`config.mk`:
```
export PLATFORM = sky130hd
export DESIGN_NAME = neighbourhood_density_connectivity
export DESIGN_NICKNAME = d
export VERILOG_FILES = /design/src/rtl/ndc_pkg.sv /design/src/rtl/ndc_front.sv /design/src/rtl/ndc_fifo.sv /design/src/rtl/ndc_back.sv /design/src/rtl/neighbourhood_density_connectivity.sv
export SDC_FILE = /design/constraint.sdc
export NUM_CORES = 1
export LEC_CHECK = 0
export BUFFER_PORTS_ARGS = -buffer_cell sky130_fd_sc_hd__buf_2
export CORE_ASPECT_RATIO = 0.75
export CORE_MARGIN = 2
export CORE_UTILIZATION = 45
export DETAILED_ROUTE_END_ITERATION = 8
export PLACE_DENSITY = 0.65
export SLEW_MARGIN = 10
export SYNTH_ARGS = -nofsm -noshare
export SYNTH_HDL_FRONTEND = slang
export SYNTH_SLANG_ARGS = --single-unit
```
`constraint.sdc`:
```
create_clock -name clk -period 7.7 [get_ports clk]
set_input_delay 0.77 -clock clk [delete_from_list [all_inputs] [get_ports clk]]
set_output_delay 0.77 -clock clk [all_outputs]
set_load 0.01 [all_outputs]
```
`src/rtl/ndc_pkg.sv`:
```
// Shared types, constants and reciprocal table for the density and connectivity block.
package ndc_pkg;

	localparam int CLASS_BITS    = 16;
	localparam int FIELD_W       = 16;
	localparam int OUT_W         = 16;
	localparam int FRACTION_BITS = 15;
	localparam int RING_SIZE     = 8;
	localparam int RING_LAST     = 7;

	// Pair counts reach twice the ring size, so the count needs one extra bit.
	localparam int CNT_W   = $clog2(2 * RING_SIZE + 1);
	localparam int NUM_DEN = 2 * RING_SIZE + 1;

	// The reciprocal is ceil(2^RECIP_BITS / den), and the quotient is the product
	// shifted down by RECIP_SHIFT. Nine spare bits keep the quotient exact for
	// every count up to sixteen.
	localparam int RECIP_BITS  = FRACTION_BITS + 9;
	localparam int RECIP_W     = RECIP_BITS + 1;
	localparam int RECIP_SHIFT = RECIP_BITS - FRACTION_BITS;
	localparam int PROD_W      = (CNT_W + RECIP_W > RECIP_SHIFT + OUT_W) ?
		(CNT_W + RECIP_W) : (RECIP_SHIFT + OUT_W);

	localparam logic [63:0] RECIP_ONE = 64'd1 << RECIP_BITS;

	typedef logic [RECIP_W-1:0] recip_t;

	// Entry 0 is zero, so a zero divisor gives a zero fraction.
	localparam recip_t RECIP_TAB [NUM_DEN] = '{
		recip_t'(64'd0),
		recip_t'((RECIP_ONE + 64'd0) / 64'd1),
		recip_t'((RECIP_ONE + 64'd1) / 64'd2),
		recip_t'((RECIP_ONE + 64'd2) / 64'd3),
		recip_t'((RECIP_ONE + 64'd3) / 64'd4),
		recip_t'((RECIP_ONE + 64'd4) / 64'd5),
		recip_t'((RECIP_ONE + 64'd5) / 64'd6),
		recip_t'((RECIP_ONE + 64'd6) / 64'd7),
		recip_t'((RECIP_ONE + 64'd7) / 64'd8),
		recip_t'((RECIP_ONE + 64'd8) / 64'd9),
		recip_t'((RECIP_ONE + 64'd9) / 64'd10),
		recip_t'((RECIP_ONE + 64'd10) / 64'd11),
		recip_t'((RECIP_ONE + 64'd11) / 64'd12),
		recip_t'((RECIP_ONE + 64'd12) / 64'd13),
		recip_t'((RECIP_ONE + 64'd13) / 64'd14),
		recip_t'((RECIP_ONE + 64'd14) / 64'd15),
		recip_t'((RECIP_ONE + 64'd15) / 64'd16)
	};

	// Register indexes on the configuration channel.
	localparam int CFG_IDX_W = 2;
	localparam logic [CFG_IDX_W-1:0] REG_TARGET_CLASS = 2'd0;
	localparam logic [CFG_IDX_W-1:0] REG_MEAN_MODE    = 2'd1;

	// Classified neighbourhood handed from the front end to the back end.
	typedef struct packed {
		logic                 cmatch;
		logic [RING_SIZE-1:0] nmatch;
		logic [RING_SIZE-1:0] nvalid;
	} class_item_t;

endpackage

```
`src/rtl/ndc_front.sv`:
```
// Front end: accepts a neighbourhood and classifies each cell against the target class.
module ndc_front (
	input  logic                          clk,
	input  logic                          arst_n,
	input  logic [ndc_pkg::FIELD_W-1:0]   target_class,
	input  logic                          in_valid,
	output logic                          in_ready,
	input  logic [ndc_pkg::FIELD_W-1:0]   center_class,
	input  logic [ndc_pkg::FIELD_W-1:0]   nb_class [ndc_pkg::RING_SIZE],
	input  logic [ndc_pkg::RING_SIZE-1:0] neighbour_valid,
	input  logic                          center_valid,
	output logic                          item_valid,
	input  logic                          item_ready,
	output ndc_pkg::class_item_t          item
);

	ndc_pkg::class_item_t cls;
	ndc_pkg::class_item_t item_s1;
	logic                 valid_s1;
	logic [ndc_pkg::CLASS_BITS-1:0] key;

	// Compare the low class bits of every valid cell with the target.
	always_comb begin
		key        = target_class[ndc_pkg::CLASS_BITS-1:0];
		cls.cmatch = center_valid && (center_class[ndc_pkg::CLASS_BITS-1:0] == key);
		cls.nvalid = neighbour_valid;
		for (int k = 0; k < ndc_pkg::RING_SIZE; k++) begin
			cls.nmatch[k] = neighbour_valid[k] &&
				(nb_class[k][ndc_pkg::CLASS_BITS-1:0] == key);
		end
	end

	assign in_ready = !valid_s1 || item_ready;

	// Hold the classified beat until the queue takes it.
	always_ff @(posedge clk or negedge arst_n) begin
		if (!arst_n) begin
			valid_s1 <= 1'b0;
		end else if (in_ready) begin
			valid_s1 <= in_valid;
		end
	end

	always_ff @(posedge clk) begin
		if (in_ready && in_valid) begin
			item_s1 <= cls;
		end
	end

	assign item_valid = valid_s1;
	assign item       = item_s1;

endmodule

```
`src/rtl/ndc_fifo.sv`:
```
// Two-entry queue between the front end and the back end.
module ndc_fifo (
	input  logic                 clk,
	input  logic                 arst_n,
	input  logic                 push_valid,
	output logic                 push_ready,
	input  ndc_pkg::class_item_t push_item,
	output logic                 pop_valid,
	input  logic                 pop_ready,
	output ndc_pkg::class_item_t pop_item
);

	ndc_pkg::class_item_t mem_q [2];
	logic       wr_ptr_q;
	logic       rd_ptr_q;
	logic [1:0] count_q;
	logic       push;
	logic       pop;

	assign push_ready = (count_q != 2'd2);
	assign pop_valid  = (count_q != 2'd0);
	assign push       = push_valid && push_ready;
	assign pop        = pop_valid && pop_ready;
	assign pop_item   = mem_q[rd_ptr_q];

	// Advance pointers and occupancy.
	always_ff @(posedge clk or negedge arst_n) begin
		if (!arst_n) begin
			wr_ptr_q <= 1'b0;
			rd_ptr_q <= 1'b0;
			count_q  <= 2'd0;
		end else begin
			if (push) begin
				wr_ptr_q <= !wr_ptr_q;
			end
			if (pop) begin
				rd_ptr_q <= !rd_ptr_q;
			end
			if (push && !pop) begin
				count_q <= count_q + 2'd1;
			end else if (pop && !push) begin
				count_q <= count_q - 2'd1;
			end
		end
	end

	always_ff @(posedge clk) begin
		if (push) begin
			mem_q[wr_ptr_q] <= push_item;
		end
	end

endmodule

```
`src/rtl/ndc_back.sv`:
```
// Back end: counts matches and pairs, then forms both fractions by reciprocal multiply.
module ndc_back (
	input  logic                        clk,
	input  logic                        arst_n,
	input  logic                        mean_mode,
	input  logic                        item_valid,
	output logic                        item_ready,
	input  ndc_pkg::class_item_t        item,
	output logic                        out_valid,
	input  logic                        out_ready,
	output logic [ndc_pkg::OUT_W-1:0]   density,
	output logic [ndc_pkg::OUT_W-1:0]   connectivity
);

	localparam int CW = ndc_pkg::CNT_W;
	localparam int PW = ndc_pkg::PROD_W;
	localparam int RS = ndc_pkg::RECIP_SHIFT;
	localparam int OW = ndc_pkg::OUT_W;

	logic [ndc_pkg::RING_SIZE-1:0] prev_m;
	logic [ndc_pkg::RING_SIZE-1:0] prev_v;
	logic [ndc_pkg::RING_SIZE-1:0] c_pair;
	logic [ndc_pkg::RING_SIZE-1:0] c_join;
	logic [ndc_pkg::RING_SIZE-1:0] r_pair;
	logic [ndc_pkg::RING_SIZE-1:0] r_join;
	logic [CW-1:0] d_num;
	logic [CW-1:0] d_den;
	logic [CW-1:0] c_num;
	logic [CW-1:0] c_den;

	logic          valid_s2;
	logic [CW-1:0] d_num_s2;
	logic [CW-1:0] d_den_s2;
	logic [CW-1:0] c_num_s2;
	logic [CW-1:0] c_den_s2;

	logic          valid_s3;
	logic [PW-1:0] d_prod_s3;
	logic [PW-1:0] c_prod_s3;

	logic          out_valid_q;
	logic [OW-1:0] density_q;
	logic [OW-1:0] connectivity_q;

	logic ready_out;
	logic ready_s3;
	logic ready_s2;

	// Each stage moves when it is empty or the next one moves.
	assign ready_out  = !out_valid_q || out_ready;
	assign ready_s3   = !valid_s3 || ready_out;
	assign ready_s2   = !valid_s2 || ready_s3;
	assign item_ready = ready_s2;

	// Flag the counted and joined pairs, centre to ring and around the ring, and form both counts.
	always_comb begin
		for (int k = 0; k < ndc_pkg::RING_SIZE; k++) begin
			prev_m[k] = item.nmatch[(k + ndc_pkg::RING_LAST) % ndc_pkg::RING_SIZE];
			prev_v[k] = item.nvalid[(k + ndc_pkg::RING_LAST) % ndc_pkg::RING_SIZE];
			c_pair[k] = item.nvalid[k] && (item.cmatch || item.nmatch[k]);
			c_join[k] = item.cmatch && item.nmatch[k];
			r_pair[k] = item.nvalid[k] && prev_v[k] && (item.nmatch[k] || prev_m[k]);
			r_join[k] = item.nmatch[k] && prev_m[k];
		end
		c_den = CW'($countones(c_pair)) + CW'($countones(r_pair));
		c_num = CW'($countones(c_join)) + CW'($countones(r_join));
		if (mean_mode) begin
			d_num = CW'($countones(item.nmatch)) + CW'(item.cmatch);
			d_den = CW'($countones(item.nvalid)) + CW'(1);
		end else begin
			d_num = CW'(item.cmatch);
			d_den = CW'(1);
		end
	end

	// Stage 2: counts.
	always_ff @(posedge clk or negedge arst_n) begin
		if (!arst_n) begin
			valid_s2 <= 1'b0;
		end else if (ready_s2) begin
			valid_s2 <= item_valid;
		end
	end

	always_ff @(posedge clk) begin
		if (ready_s2 && item_valid) begin
			d_num_s2 <= d_num;
			d_den_s2 <= d_den;
			c_num_s2 <= c_num;
			c_den_s2 <= c_den;
		end
	end

	// Stage 3: multiply each numerator by the divisor's reciprocal.
	always_ff @(posedge clk or negedge arst_n) begin
		if (!arst_n) begin
			valid_s3 <= 1'b0;
		end else if (ready_s3) begin
			valid_s3 <= valid_s2;
		end
	end

	always_ff @(posedge clk) begin
		if (ready_s3 && valid_s2) begin
			d_prod_s3 <= PW'(d_num_s2) * PW'(ndc_pkg::RECIP_TAB[d_den_s2]);
			c_prod_s3 <= PW'(c_num_s2) * PW'(ndc_pkg::RECIP_TAB[c_den_s2]);
		end
	end

	// Output register: drop the guard bits and hold until taken.
	always_ff @(posedge clk or negedge arst_n) begin
		if (!arst_n) begin
			out_valid_q <= 1'b0;
		end else if (ready_out) begin
			out_valid_q <= valid_s3;
		end
	end

	always_ff @(posedge clk) begin
		if (ready_out && valid_s3) begin
			density_q      <= d_prod_s3[RS +: OW];
			connectivity_q <= c_prod_s3[RS +: OW];
		end
	end

	assign out_valid    = out_valid_q;
	assign density      = density_q;
	assign connectivity = connectivity_q;

endmodule

```
`src/rtl/neighbourhood_density_connectivity.sv`:
```
// Top level: 3x3 neighbourhood density and connectivity of a target class.
//
// Input channel (in_valid/in_ready): one beat is a centre class, eight
// neighbour classes in clockwise ring order, a neighbour valid mask and a
// centre valid flag. Output channel (out_valid/out_ready): one beat per
// input beat carrying density and connectivity in Q1.15 (32768 = 1.0),
// truncated toward zero, in input order.
// Configuration channel (cfg_valid/cfg_ready, always ready): index 0 sets
// target_class, index 1 sets the mean mode; other indexes are ignored.
// Write configuration only while no beat is in flight.
// Throughput is one beat per cycle while out_ready is high: a register
// stage classifies, a two-entry queue sits between the front and back ends,
// and the back end counts, multiplies by a reciprocal table and registers
// the result.
// Reset clears all valid flags and sets target_class to 0 with mean mode on.
// When out_ready is low the output beat holds, the pipeline and queue fill,
// and in_ready falls once no stage can take another beat.
module neighbourhood_density_connectivity (
	input  logic                            clk,
	input  logic                            arst_n,
	input  logic                            cfg_valid,
	output logic                            cfg_ready,
	input  logic [ndc_pkg::CFG_IDX_W-1:0]   cfg_index,
	input  logic [ndc_pkg::FIELD_W-1:0]     cfg_data,
	input  logic                            in_valid,
	output logic                            in_ready,
	input  logic [ndc_pkg::FIELD_W-1:0]     center_class,
	input  logic [ndc_pkg::FIELD_W-1:0]     nb0_class,
	input  logic [ndc_pkg::FIELD_W-1:0]     nb1_class,
	input  logic [ndc_pkg::FIELD_W-1:0]     nb2_class,
	input  logic [ndc_pkg::FIELD_W-1:0]     nb3_class,
	input  logic [ndc_pkg::FIELD_W-1:0]     nb4_class,
	input  logic [ndc_pkg::FIELD_W-1:0]     nb5_class,
	input  logic [ndc_pkg::FIELD_W-1:0]     nb6_class,
	input  logic [ndc_pkg::FIELD_W-1:0]     nb7_class,
	input  logic [ndc_pkg::RING_SIZE-1:0]   neighbour_valid,
	input  logic                            center_valid,
	output logic                            out_valid,
	input  logic                            out_ready,
	output logic [ndc_pkg::OUT_W-1:0]       density,
	output logic [ndc_pkg::OUT_W-1:0]       connectivity
);

	logic [ndc_pkg::FIELD_W-1:0] target_class_q;
	logic                        mean_mode_q;
	logic [ndc_pkg::FIELD_W-1:0] nb_class [ndc_pkg::RING_SIZE];

	logic                 f_valid;
	logic                 f_ready;
	ndc_pkg::class_item_t f_item;
	logic                 q_valid;
	logic                 q_ready;
	ndc_pkg::class_item_t q_item;

	assign cfg_ready = 1'b1;

	// Configuration registers.
	always_ff @(posedge clk or negedge arst_n) begin
		if (!arst_n) begin
			target_class_q <= '0;
			mean_mode_q    <= 1'b1;
		end else if (cfg_valid) begin
			case (cfg_index)
				ndc_pkg::REG_TARGET_CLASS: target_class_q <= cfg_data;
				ndc_pkg::REG_MEAN_MODE:    mean_mode_q    <= cfg_data[0];
				default: ;
			endcase
		end
	end

	assign nb_class[0] = nb0_class;
	assign nb_class[1] = nb1_class;
	assign nb_class[2] = nb2_class;
	assign nb_class[3] = nb3_class;
	assign nb_class[4] = nb4_class;
	assign nb_class[5] = nb5_class;
	assign nb_class[6] = nb6_class;
	assign nb_class[7] = nb7_class;

	ndc_front u_front (
		.clk             (clk),
		.arst_n          (arst_n),
		.target_class    (target_class_q),
		.in_valid        (in_valid),
		.in_ready        (in_ready),
		.center_class    (center_class),
		.nb_class        (nb_class),
		.neighbour_valid (neighbour_valid),
		.center_valid    (center_valid),
		.item_valid      (f_valid),
		.item_ready      (f_ready),
		.item            (f_item)
	);

	ndc_fifo u_fifo (
		.clk        (clk),
		.arst_n     (arst_n),
		.push_valid (f_valid),
		.push_ready (f_ready),
		.push_item  (f_item),
		.pop_valid  (q_valid),
		.pop_ready  (q_ready),
		.pop_item   (q_item)
	);

	ndc_back u_back (
		.clk          (clk),
		.arst_n       (arst_n),
		.mean_mode    (mean_mode_q),
		.item_valid   (q_valid),
		.item_ready   (q_ready),
		.item         (q_item),
		.out_valid    (out_valid),
		.out_ready    (out_ready),
		.density      (density),
		.connectivity (connectivity)
	);

endmodule
```
; ---- Word level (Yosys, flattened, before mapping)
; Memory sizes are Yosys's and may differ from the RTL's.
; Cells that the tools add are included.
[word_totals]
reg_bits = 144
mem_bits_rw = 34
romBits = 1600
in_bits = 176
out_inout_bits = 35
wordCells = 187
memories = 3
[classes]
add_sub_neg = 48
n_mul = 2
magnitude_cmp = 2
eq_ne = 11
mux = 9
n_bitwise = 2
n_reduce_logical = 89
[memory_table]
columns = name, depth, word_bits, read_ports, rd_clocked_by_memory_dff, write_ports, line_no
row1 = (no name shown), 32, 25, 1, 0, 0, ndc_back.sv:105  ; d_prod_s3 <= PW'(d_num_s2) * PW'(ndc_pkg::RECIP_TAB[d_den_s2]);
row2 = (no name shown), 32, 25, 1, 0, 0, ndc_back.sv:106  ; c_prod_s3 <= PW'(c_num_s2) * PW'(ndc_pkg::RECIP_TAB[c_den_s2]);
row3 = u_fifo.mem_q, 2, 17, 1, 0, 1, ndc_fifo.sv:13  ; ndc_pkg::class_item_t mem_q [2];
[op_table]
columns = cell, count
row1 = 16-bit == test, 9
row2 = 5-bit adder, 20
row3 = 25-bit 2-to-1 mux, 4
row4 = 1-bit logical AND, 56
row5 = 5-bit by 25-bit multiplier with 25-bit output, 2
row6 = 1-bit by 1-bit adder with 2-bit output, 24
row7 = 1-bit logical OR, 20
row8 = "6-bit >= comparator, second input constant", 2
row9 = 5-bit inverter with 6-bit output, 2
row10 = 1-bit zero test, 8
row11 = 5-bit by 1-bit adder with 5-bit output, 1
row12 = "5-bit by 2-bit adder with 5-bit output, second input constant", 1
row13 = 2-bit 2-to-1 mux, 2
row14 = 2-bit AND reduction, 2
row15 = 2-bit nonzero test, 2
row16 = 1-bit 2-to-1 mux, 3
row17 = "2-bit by 1-bit adder with 2-bit output, second input constant", 1
row18 = "2-bit by 1-bit == test with 1-bit output, second input constant", 1
row19 = 2-bit zero test, 1
row20 = "2-bit inequality test, second input constant", 1
row21 = "2-bit by 1-bit subtractor with 2-bit output, second input constant", 1

; ---- Depth between registers and ports, before layout
[depth]
word_depth = 8
ltp_mapped = 21

; ---- By module
; Synthesis repeated with hierarchy kept, for this count alone.
[hier_totals]
cells_unflattened = 1515
area_unflattened_um2 = 15382.3
[by_module_without_submodules]
columns = mod, n_inst, cells_per_inst, area_each_um2, seq_area_each_um2
row1 = ndc_back, 1, 1170, 10892.9, 2537.4
row2 = ndc_front, 1, 235, 2344.7, 535.5
row3 = ndc_fifo, 1, 71, 1473.9, 1121.1
row4 = neighbourhood_density_connectivity, 1, 39, 670.6, 426.7

; ---- Worst setup path after synthesis
; No wires, ideal clock.
[synth_path]
path_type = flip-flop to flip-flop
startpoint = register u_back.c_den_s2[2]
endpoint = register u_back.c_prod_s3[24] (data pin)
arrival_time_ns = 5.144
required_ns = 7.565
slack_ns = 2.420
path_stages_with_launch = 21
path_buffers = 1
period_less_slack_ns = 5.280
path_cell_list = edfxtp_1 > clkbuf_1 > inv_1 > o21ai_0 > a21oi_1 > a211oi_1 > and2_1 > fa_1 > fa_1 > inv_1 > fa_1 > inv_1 > ha_1 > a21oi_1 > nor2b_1 > a211o_1 > a21oi_4 > a31oi_1 > o41a_1 > or4_1 > nand3_1
[synth_between]
elab_chain_len = 5
[synth_rtl]
columns = element, line_no
row1 = "start, declared", ndc_back.sv:35  ; logic [CW-1:0] c_den_s2;
row2 = "start signal, assigned", ndc_back.sv:90  ; c_den_s2 <= c_den;
row3 = 5-bit inverter with 6-bit output (not written as such), ndc_back.sv:106
row4 = memory read 32 x 25 bit, n/a
row5 = 25-bit 2-to-1 mux (not written as such) (2 in a row), ndc_back.sv:106
row6 = 5-bit by 25-bit multiplier with 25-bit output, ndc_back.sv:106
row7 = "end signal, assigned", ndc_back.sv:106
row8 = "end, declared", ndc_back.sv:39  ; logic [PW-1:0] c_prod_s3;
; Every way passes these cells. The select of a mux whose other input is x is not followed.
; A chain may end at the register's enable or synchronous reset.

; ---- Worst setup path after layout
; Ends and elaborated chain as after synthesis.

==> impl_metrics.yaml <==
place:
  dp.final_hpwl_mm: 27.6
  portBuffers: 209
  place_area_mm2: 0.0166
  dp_slack_ns: 1.49
  gp_congestion: 0.923
synth:
  synthDominantCellAreaShare_pct: 26.5
  synth_top_cell_by_area: "edfxtp_1"
  synth_area_leaders: "edfxtp_1, fa_1, ha_1"
  synth_area_per_cell_um2: 10.3
  synth.most_common_cell: "inv_1"
  synth_edf_count: 133
  netlist_instances: 1467
  ys_ff_latch: 158
  synth_area_mm2: 0.0151
  syn_nets: 1902
  synth-async-reset-ratio_pct: 15.8
  ys.flop_type: "edfxtp_1"
  ys_warn_count: 0
  yosysSeqAreaShare_pct: 30.6
  yosys.cell_types.count: 59
  synth_commonest_cells: "inv_1, xnor2_1, edfxtp_1, fa_1, ha_1"
die:
  core_mm2: 0.0332
  die_y_um: 163
  dieArea_mm2: 0.0350
  die_w_um: 215
  placementRows: 58
  pin_count: 211
  start_util_pct: 45.4
critical_path:
  crit_path_start_kind: "flip-flop"
  crit_arrival_ns: 6.60
  cp.required_ns: 8.01
  critPathCaptureType: "flip-flop"
  path_buf_inv: 3
  cp_top_family: "compound AO/OA/AOI/OAI gates"
  slowest_delay_ns: 0.76
  path_max_fanout: 21
  critPathSlowestCell: "edfxtp_1"
  crit_type: "reg2reg"
  path_cells: "inv_1, o21ai_0, a21oi_1, a211oi_1, and2_1, fa_1, fa_1, inv_1, fa_1, inv_1, ha_1, a21oi_1, nor2b_1, a211o_1, a21oi_4, a31oi_1, o41a_1, or4_1, nand3_1"
drt:
  first_pass_iters: 5
  dr_total_vias: 10800
  wirelength_mm: 34.4
  drc: 0
  drt_iter0_markers: 714
  antenna_left: 0
  viasPerCell: 5.10
  routedWlPerCell_um: 16.3
min_path:
  hp-class: "in2async"
sta:
  period_minus_slack_ns: 6.30
  fin_ws_ns: 1.40
  max_freq_mhz: 159
  hold_viol_final: 0
  final.setup.tns_ns: 0
  tightest_slew_ns: 1.05
  holdWs_ns: 0.320
  fin_skew_ns: 0.0127
  slew_violations: 0
  post-route-period-util_pct: 81.8
  max-slew-margin-rel_pct: 30.2
  rsz0062_at_grt: "no"
  setup_violations: 0
final_layout:
  fill_cells: 3064
  design_area_mm2: 0.0171
  syn_to_final_growth_pct: 13.7
  fin_nets: 2087
  drive_above_1_share_pct: 16.3
  n_antenna_cell: 0
  multiInputGateArea_mm2: 0.00940
  seq_area_mm2: 0.00462
clock_tree:
  cts_buffers: 17
  cts_max_level: 4
  cts_buffer_depth: 2
  cts_setup_buffers: 0
  cts_tree: "yes"
  insertion_delay_ns: 0.44
  cts-root-buf: "clkbuf_16"
  ctsResizeCount: 0
  clkTransAtPathRegs_ns: 0.07
  holdBufCountCts: 0
  cts_sinks: 158
global_route:
  grt_max_degree: 38
  grt_overflow_total: 0
  track_usage_pct: 20.6
  antenna_found_initial: 0
  grt_pass1_wl_mm: 57.2
  grt_pass1_vias: 11300
flow_run:
  cap_violations: 0
outcome:
  status: "finished clean"
[per-layer routing]
metal | global-route usage (%) | routed length, um
met3 | 3.90 | 1930
met2 | 33.9 | 16100
met1 | 28.4 | 15700
met5 | 0 | 0
met4 | 5.08 | 621
[state kept, by name, summed over array words and instances (netlist names)]
| name | count |
|---|---|
| u_back.density | 16 |
| u_back.out_valid | 1 |
| u_back.c_den_s2 | 5 |
| u_fifo.wr_ptr_q | 1 |
| u_front.item_valid | 1 |
| u_back.valid_s2 | 1 |
| target_class_q | 16 |
| u_back.c_num_s2 | 5 |
| u_back.connectivity | 16 |
| u_back.d_num_s2 | 4 |
| u_fifo.count_q | 2 |
| u_fifo.rd_ptr_q | 1 |
| u_back.d_prod_s3 | 16 |
| u_back.valid_s3 | 1 |
| mean_mode_q | 1 |
| u_fifo.mem_q | 34 |
| u_back.c_prod_s3 | 16 |
| u_front.item | 17 |
| u_back.d_den_s2 | 4 |
[layout by cell type (no fill, tap or decap), types with 11 or more instances in the layout]
master / synthesis / layout
a21o_1: 15 / 15
edfxtp_1: 133 / 133
inv_1: 237 / 237
nand3_1: 12 / 12
buf_2: 1 / 209
nor2_1: 41 / 41
fa_1: 133 / 133
a21oi_1: 52 / 52
ha_1: 126 / 126
clkbuf_16: 0 / 17
mux2i_1: 22 / 22
nor2b_1: 32 / 31
nand4_1: 30 / 30
and2_1: 100 / 100
xnor2_1: 136 / 136
dfrtp_1: 24 / 24
nand2b_1: 14 / 14
mux2_2: 18 / 18
nand2_1: 90 / 90
nor4_1: 19 / 19
xor2_1: 53 / 53
o21ai_0: 26 / 26
a211oi_1: 11 / 11
and3_1: 20 / 20
[cell families after synthesis]
group | share of synthesized area [%]
flip-flops | 30.6
buffers and inverters | 7.13
other | 0.0249
adder cells (fa/ha/maj) | 28.1
AO/OA/AOI/OAI | 6.53
AND/OR/NAND/NOR | 13.8
multiplexers | 2.80
XOR/XNOR | 11.0
[area by class of cell]
class	instances	area share, %
Multi-Input combinational cell	1024	54.8
Sequential cell	158	27.0
Timing Repair Buffer	214	6.32
Inverter	237	5.19
Tap cell	450	3.28
Clock buffer	20	2.66
Clock inverter	12	0.737
[path summary, 6_finish.rpt]
kind | startpoint | endpoint | slack (ns) | cells past startpoint
worst min register to register | u_back.d_prod_s3[23] | u_back.density[14] | 0.42 | 0
min in group clk | u_back.d_prod_s3[23] | u_back.density[14] | 0.42 | 0
max in group asynchronous | arst_n | mean_mode_q | 7.01 | 1
worst min-delay path | arst_n | u_back.valid_s3 | 0.32 | 1
worst max-delay path | u_back.c_den_s2[2] | u_back.c_prod_s3[24] | 1.40 | 19
worst max register to register | u_back.c_den_s2[2] | u_back.c_prod_s3[24] | 1.40 | 19
[stage by stage]
stage / std cells / util (%)
floorplan: 1467 / -
global placement: 2083 / 49.8
detailed placement: 2083 / 49.8
CTS: 2115 / 51.6
global route: 2115 / 51.6
finish: 2115 / 51.6
Power is not shown: default switching activity piles up to over one toggle a cycle in this logic, so the estimate is an artifact.
